<file path="config.mk">
export PLATFORM = sky130hd
export DESIGN_NAME = dec_sqrt_pipe
export DESIGN_NICKNAME = d
export VERILOG_FILES = /design/src/rtl/dec_sqrt_pipe.sv
export SDC_FILE = /design/constraint.sdc
export NUM_CORES = 1
export LEC_CHECK = 0
export CORE_MARGIN = 2
export CORE_UTILIZATION = 55
export DETAILED_ROUTE_END_ITERATION = 12
export DONT_BUFFER_PORTS = 1
export PLACE_DENSITY = 0.81
export SLEW_MARGIN = 20
export SYNTH_ARGS = -nofsm -noshare
export SYNTH_HDL_FRONTEND = slang
export SYNTH_SLANG_ARGS = --single-unit
</file>
<file path="constraint.sdc">
create_clock -name clk -period 2.5 [get_ports clk]
set_input_delay 0.5 -clock clk [delete_from_list [all_inputs] [get_ports clk]]
set_output_delay 0.5 -clock clk [all_outputs]
set_load 0.01 [all_outputs]
</file>
<file path="src/rtl/dec_sqrt_pipe.sv">
// Pipelined integer floor square root, one root bit per stage, with sideband tag.
// Depends on dec_pkg only through the top level.
module dec_sqrt_pipe #(
  parameter int IN_W  = 33,
  parameter int TAG_W = 1
) (
  input  logic                    clk,
  input  logic                    rst,
  input  logic                    en,
  input  logic                    in_vld,
  input  logic [IN_W-1:0]         radicand,
  input  logic [TAG_W-1:0]        tag,
  output logic                    out_vld,
  output logic [(IN_W+1)/2-1:0]   root,
  output logic [TAG_W-1:0]        out_tag
);

  localparam int ROOT_W = (IN_W + 1) / 2;
  localparam int PAD_W  = 2 * ROOT_W;
  localparam int RM_W   = ROOT_W + 3;

  logic [PAD_W-1:0]  rad [ROOT_W];
  logic [RM_W-1:0]   rem [ROOT_W];
  logic [ROOT_W-1:0] rt  [ROOT_W];
  logic [TAG_W-1:0]  tg  [ROOT_W];
  logic              vld [ROOT_W];

  for (genvar i = 0; i < ROOT_W; i++) begin : g_stage
    logic [PAD_W-1:0]  rad_in;
    logic [RM_W-1:0]   rem_p;
    logic [ROOT_W-1:0] rt_p;
    logic [TAG_W-1:0]  t_in;
    logic              v_in;
    logic [RM_W-1:0]   cur;
    logic [RM_W-1:0]   trial;
    logic              take;

    if (i == 0) begin : g_first
      assign rad_in = PAD_W'(radicand);
      assign rem_p  = '0;
      assign rt_p   = '0;
      assign t_in   = tag;
      assign v_in   = in_vld;
    end else begin : g_next
      assign rad_in = rad[i-1];
      assign rem_p  = rem[i-1];
      assign rt_p   = rt[i-1];
      assign t_in   = tg[i-1];
      assign v_in   = vld[i-1];
    end

    assign cur   = {rem_p[RM_W-3:0], rad_in[PAD_W-1 -: 2]};
    assign trial = {1'b0, rt_p, 2'b01};
    assign take  = (cur >= trial);

    always_ff @(posedge clk) begin
      if (rst) begin
        vld[i] <= 1'b0;
      end else if (en) begin
        vld[i] <= v_in;
      end
    end

    always_ff @(posedge clk) begin
      if (en) begin
        rem[i] <= take ? (cur - trial) : cur;
        rt[i]  <= {rt_p[ROOT_W-2:0], take};
        rad[i] <= {rad_in[PAD_W-3:0], 2'b00};
        tg[i]  <= t_in;
      end
    end
  end

  assign out_vld = vld[ROOT_W-1];
  assign root    = rt[ROOT_W-1];
  assign out_tag = tg[ROOT_W-1];

endmodule

</file>
==> flow_summary.yaml, run 1 <==
outcome:
  outcome: "finished with violations"
  violations: "max-slew violations, negative setup slack"
yosys:
  avgSynthCellArea_sq_um: 13.49
  ys_seq_area_share_pct: 66.54
  synthFlopType: "edfxtp_1"
  synth_nets: 2627
  yosys_warnings: 0
  synth_area_sq_mm: 0.03263
  syn_inst: 2419
  async_reset_ff_share_pct: 0
  ys_ff_latch: 723
  synth-edff-count: 723
  synth_cell_types: 71
cts:
  cts_tree: "yes"
  clock-sinks: 723
  numCtsBuffers: 75
  cts_max_path_buffers: 3
  cts_root_buffer: "clkbuf_16"
  clkTransAtPathRegs_ns: 0.06
  worstSkewPairLatency_ns: 0.63
  htree_levels: 3
floorplanning:
  dieHeight_um: 247.6
  num_rows: 89
  start_util_pct: 55.49
  core_sq_mm: 0.05880
  ioPinCount: 57
  die-area_sq_mm: 0.06129
  die_width_um: 247.6
sta:
  hold_violations: 0
  max_freq_mhz: 385.2
  setup_tns_ns: -1.059
  rsz0062_at_grt: "true"
  fin_skew_ns: 0.02053
  setup_viol: 23
  tightest_slew_ns: 1.650
  fin_crit_sh_pct: 103.8
  slew_headroom_pct: -10.01
  drv_slew: 228
  fin_crit_ns: 2.596
  post-route-worst-setup-slack_ns: -0.09597
global_routing:
  grt_antenna_before_repair: 2
  grt_max_degree: 709
  grt_util_all_layers_pct: 19.71
  grt_pass1_vias: 19740
  overflow: 0
  grt_first_pass_wirelength_mm: 97.32
route:
  antenna_left: 0
  drt_iter0_drc: 1725
  wl_per_cell_um: 17.80
  dr.pass1.iters: 7
  vias: 20460
  via_per_inst: 5.624
  drc: 0
  wirelength_mm: 64.76
final_layout:
  final_nets: 3013
  drive_gt1_share_pct: 23.56
  n_antenna_cell: 0
  n_fill_cell: 3738
  mostFrequentLayoutCells: "edfxtp_1 (723), buf_4 (281), inv_1 (189), nor2_1 (148), nand2_1 (141)"
  design_area_sq_mm: 0.04049
  layout_commonest_cell: "edfxtp_1"
  syn_to_final_growth_pct: 24.11
  final_cells: 3638
power_and_ir_drop:
  p_per_area_mw_per_mm2: 838.7
  p_leak_nw: 15.59
  ir_worst_vdd_mv: 0.9067
worst_setup_path:
  crit_path_end_kind: "register"
  cp_num_buf_inv: 0
  worst_setup_path_start_kind: "register"
  critical_path_class: "register to register"
  critPathMaxFanout: 4
  crit_slowest_cell: "edfxtp_1"
  worstPathCellList: "ha_4, nand2_4, a211oi_4, o41a_1, a21boi_2, or3_4, nor4_4, xor2_1"
  cp_top_family: "compound AO/OA/AOI/OAI gates"
  cpPeakStageDelay_ns: 0.43
  cp.arrival_ns: 2.95
  critical_path_required_ns: 2.85
placed_design:
  gp_congestion: 0.8760
  io_buffers: 0
  place_worst_setup_slack_ns: -0.2413
  placed_cell_area_sq_mm: 0.03535
  dpl.cell_count: 3397
  dp_hpwl_mm: 39.30
run:
  maxCapViolCount: 0
hold_path:
  hold_class: "input port to register"
state kept, by name (all words and copies together) (netlist names):
signal  cells
vld        17
tg         17
rad       272
rt        153
rem       264
area by class of cell:
type | count | area [sq um] | share of cell area [%]
flip-flops and latches | 723 | 21710 | 53.62
multi-input cells | 1461 | 11570 | 28.57
repair buffers | 345 | 2900 | 7.162
clock buffers | 88 | 1968 | 4.860
well taps | 773 | 967.2 | 2.389
inverters | 199 | 749.5 | 1.851
clock inverters | 49 | 628.1 | 1.551
timing repair:
item	4_1_cts	5_1_grt
hold endpoints to repair	34	14
resized for setup	86	231
cloned	3	4
buffers inserted	9	54
pin swaps	18	99
setup endpoints to repair	115	186
hold buffers	34	1
Yosys cell counts, drive strengths merged (32+ instances only):
master  instances  share of area (%)
o21ai         127                1.9
nand2b         32               0.61
ha            170                6.5
nand3          37               0.57
nand2         147                1.7
nor3           48               0.74
inv           198                2.3
edfxtp        723                 67
xor2           86                2.3
a21oi         148                2.3
nor2          164                1.9
a21o           45                1.0
xnor2         121                3.2
kinds of logic after synthesis:
| kind of cell | after synthesis | share of synthesized area [%] |
|---|---|---|
| adder cells (fa/ha/maj) | 170 | 6.519 |
| other | 1 | 0.01149 |
| multiplexers | 27 | 0.9165 |
| AO/OA/AOI/OAI | 459 | 8.628 |
| buffers and inverters | 235 | 2.730 |
| flip-flops | 723 | 66.54 |
| AND/OR/NAND/NOR | 597 | 9.096 |
| XOR/XNOR | 207 | 5.557 |
final timing paths:
path	start	to	slack, ns	depth (start not counted)
setup reg to reg	rem[0][242]	rem[0][277]	-0.1	8
setup / recovery	rem[0][242]	rem[0][277]	-0.1	8
hold reg to reg	rad[0][311]	rad[0][345]	0.40	0
hold / removal	in_vld	vld[0]	0.09	1
per-stage QoR:
step / util (%) / total power [mW] / hold WS [ns]
floorplan: - / 19.21 / 0.4003
global placement: 60.13 / 20.83 / 0.4001
detailed placement: 60.13 / 21.10 / 0.4045
CTS: 65.98 / 33.09 / 0.01348
global route: 68.87 / 35.29 / 0.008676
finish: 68.87 / 33.96 / 0.08557
power breakdown:
| part | total (mW) | leakage (nW) | internal, mW | switching, mW |
|---|---|---|---|---|
| sequential | 15.8 | 6.95 | 15.1 | 0.784 |
| combinational | 6.47 | 7.38 | 3.26 | 3.20 |
| clock | 11.7 | 1.26 | 6.95 | 4.70 |
metal layers:
layer / global-route usage (%) / wire length (um)
met5: 0 / 0
met4: 6.692 / 1834
met3: 3.503 / 2780
met2: 34.81 / 33730
met1: 24.50 / 26420
worst register-to-register path: stages, from the launching register on:
cell and delay [ns]:
edfxtp_1 0.43, ha_4 0.33, nand2_4 0.06, a211oi_4 0.25, o41a_1 0.38, a21boi_2 0.14, or3_4 0.42, nor4_4 0.22
xor2_1 0.10
(Power assumes the default switching activity.)
==> inputs of run 2 (changes only) <==
--- a/config.mk
+++ b/config.mk
@@ -5,6 +5,7 @@
 export SDC_FILE = /design/constraint.sdc
 export NUM_CORES = 1
 export LEC_CHECK = 0
+export ABC_AREA = 1
 export CORE_MARGIN = 2
 export CORE_UTILIZATION = 55
 export DETAILED_ROUTE_END_ITERATION = 12
==> flow_summary.yaml, run 2 <==
global_routing:
  grt_first_pass_wirelength_mm: 124.7
  overflow: 0
  grt_util_all_layers_pct: 23.20
  grt_pass1_vias: 23930
  grt_max_degree: 703
  grt_antenna_before_repair: 0
yosys:
  ys_seq_area_share_pct: 59.71
  ys_ff_latch: 723
  yosysMostFrequentCell: "nand2_1"
  synth_area_sq_mm: 0.03636
  ys_top_cells_by_area: "edfxtp_1 (60%), nand2_1 (11%), ha_1 (5.9%), inv_1 (5.6%), nor2_1 (3.1%)"
  yosys_warnings: 0
  syn_inst: 3679
  synth_cell_types: 45
  async_reset_ff_share_pct: 0
  synth_nets: 3887
  synth-edff-count: 723
  ys_top_cells_by_count: "nand2_1 (1065), edfxtp_1 (723), inv_1 (540)"
  avgSynthCellArea_sq_um: 9.883
  synth_top_area_share_pct: 59.71
  synth_top_area_cell: "edfxtp_1"
  synthFlopType: "edfxtp_1"
floorplanning:
  dieHeight_um: 261.1
  core_sq_mm: 0.06563
  die_width_um: 261.1
  start_util_pct: 55.40
  die-area_sq_mm: 0.06818
  ioPinCount: 57
  num_rows: 94
outcome:
  outcome: "finished, final reports clean"
worst_setup_path:
  worstPathCellList: "inv_1, ha_1, a21oi_1, o21ai_1, a21boi_1, nand4_1, nand2_1, nand2_1"
  crit_path_end_kind: "register"
  r2r-end: "rem[0][60]"
  worst_setup_path_start_kind: "register"
  cpPeakStageDelay_ns: 0.47
  r2r_slack_ns: 0.03
  rr_startpoint: "rt[0][35]"
  critical_path_class: "register to register"
  cp.arrival_ns: 2.86
  ff2ff_path_depth: 8
  crit_slowest_cell: "nand4_1"
  critPathMaxFanout: 8
  critical_path_required_ns: 2.89
  worst_path_most_repeated_cell: "nand2_1"
hold_path:
  hold_path_depth: 0
  min-delay-start: "en"
  hold_path_end: "rad[0][136]"
  hold_class: "input port to register"
final_layout:
  syn_to_final_growth_pct: 11.22
  final_nets: 4014
  largest-register: "rad"
  reg_top3: "rad x272, rem x264, rt x153"
  largest_register_ffs: 272
  drive_gt1_share_pct: 6.337
  mostFrequentLayoutCells: "nand2_1 (1064), edfxtp_1 (723), inv_1 (539), nor2_1 (303), nand3_1 (209)"
  layout_commonest_cell: "nand2_1"
  design_area_sq_mm: 0.04044
  final_util_pct: 61.62
  n_antenna_cell: 0
route:
  antenna_left: 0
  wirelength_mm: 78.50
  vias: 24980
  dr.pass1.iters: 6
  via_per_inst: 5.280
  wl_per_cell_um: 16.60
  drc: 0
  drt_iter0_drc: 2202
placed_design:
  io_buffers: 0
  gp_congestion: 0.9032
  placed_cell_area_sq_mm: 0.03750
  dp_hpwl_mm: 55.31
sta:
  rsz0062_at_grt: "false"
  max_freq_mhz: 404.5
  setup_tns_ns: 0
  drv_slew: 0
  hold_violations: 0
  fin_skew_ns: 0.05663
  tightest_slew_ns: 1.285
  slew_headroom_pct: 14.34
  fin_crit_sh_pct: 98.88
  setup_viol: 0
  fin_crit_ns: 2.472
power_and_ir_drop:
  p_per_area_mw_per_mm2: 792.1
  p_total_mw: 32.03
  ir_worst_vdd_mv: 0.8258
  p_leak_nw: 17.46
cts:
  worstSkewPairLatency_ns: 0.64
  cts_root_buffer: "clkbuf_16"
  cts_tree: "yes"
  cts_max_path_buffers: 3
  clock-sinks: 723
  clkTransAtPathRegs_ns: 0.07
  numCtsBuffers: 76
  htree_levels: 3
run:
  maxCapViolCount: 0
## run 2: cell count changes after synthesis, moves of 27 or more
cell      previous run  this run
nand2b_1            32         0
nor2_1             164       304
o21ai_0            127        92
nand4_1             15        50
a21o_1              45         5
o21ai_1              0        30
xnor2_1            121        38
nand3b_1             8        35
nand2_1            147      1065
nand2_2              0        29
nand3_1             37       209
inv_1              198       540
## run 2: per-stage QoR
stage	std cells	setup WS, ns	hold slack [ns]
floorplan	3679	0.5584	0.4003
global placement	4553	0.1008	0.4004
detailed placement	4553	0.1004	0.4045
CTS	4726	0.08042	0.000008493
global route	4730	0.006321	0.009194
finish	4730	0.02797	0.05432
## run 2: logic make-up (layout without fill, tap and decap cells)
group | count (synthesis) | count (layout) | share of synthesized area, %
fa+ha+maj | 170 | 170 | 5.850
buf+inv | 576 | 763 | 6.280
flops | 723 | 723 | 59.71
compound gates | 336 | 336 | 5.031
xor+xnor | 99 | 99 | 2.385
other cells | 1 | 1 | 0.01031
simple gates | 1774 | 1774 | 20.73
## run 2: critical path: cells and delay by family, from the launching register on
| kind | cells | cell delay (ns) |
|---|---|---|
| compound gates | 3 | 0.58 |
| buf+inv | 1 | 0.07 |
| flops | 1 | 0.42 |
| simple gates | 3 | 0.82 |
| fa+ha+maj | 1 | 0.35 |
## run 2: timing repair
action | in CTS | in global routing
setup endpoints to repair | 0 | 46
buffers inserted | 0 | 2
endpoints found under the hold margin | 41 | 10
hold buffers | 35 | 1
gates resized for setup | 0 | 9
## run 2: power breakdown
| part | total, mW | switching, mW | internal, mW |
|---|---|---|---|
| Combinational | 5.18 | 3.32 | 1.86 |
| Clock | 11.3 | 4.87 | 6.42 |
| Sequential | 15.6 | 0.718 | 14.8 |
## run 2: how the worst max path moves through the flow
stage | to | slack [ns] | start | depth (start not counted)
2_1_floorplan | rem[0][23] | 0.56 | rad[0][30] | 9
3_3_place_gp | rem[0][173] | 0.10 | rem[0][145] | 8
3_5_place_dp | rem[0][285] | 0.10 | rt[1][98] | 12
4_1_cts | rem[0][60] | 0.08 | rt[0][35] | 8
5_1_grt | rem[0][250] | 0.006 | rt[1][52] | 11
6_report | rem[0][60] | 0.03 | rt[0][35] | 8
## run 2: final cells by class
| cell class | count | area (sq um) |
|---|---|---|
| Timing Repair Buffer | 73 | 663.1 |
| Timing Repair inverter | 1 | 7.507 |
| Sequential cell | 723 | 21710 |
| Fill cell | 5190 | 25190 |
| Clock inverter | 46 | 555.5 |
| Clock buffer | 92 | 1962 |
| Inverter | 551 | 2079 |
| Tap cell | 864 | 1081 |
| Multi-Input combinational cell | 2380 | 12380 |
## run 2: metal layers
metal	share of wire, %	global-route usage (%)	routed length (um)	vias to the layer above
met5	0	0	0	-
met4	2.3	6.755	1832	0
met3	5.8	3.184	4588	135
met2	48	38.66	37530	780
met1	44	32.02	34550	11560
li1	-	-	-	12500
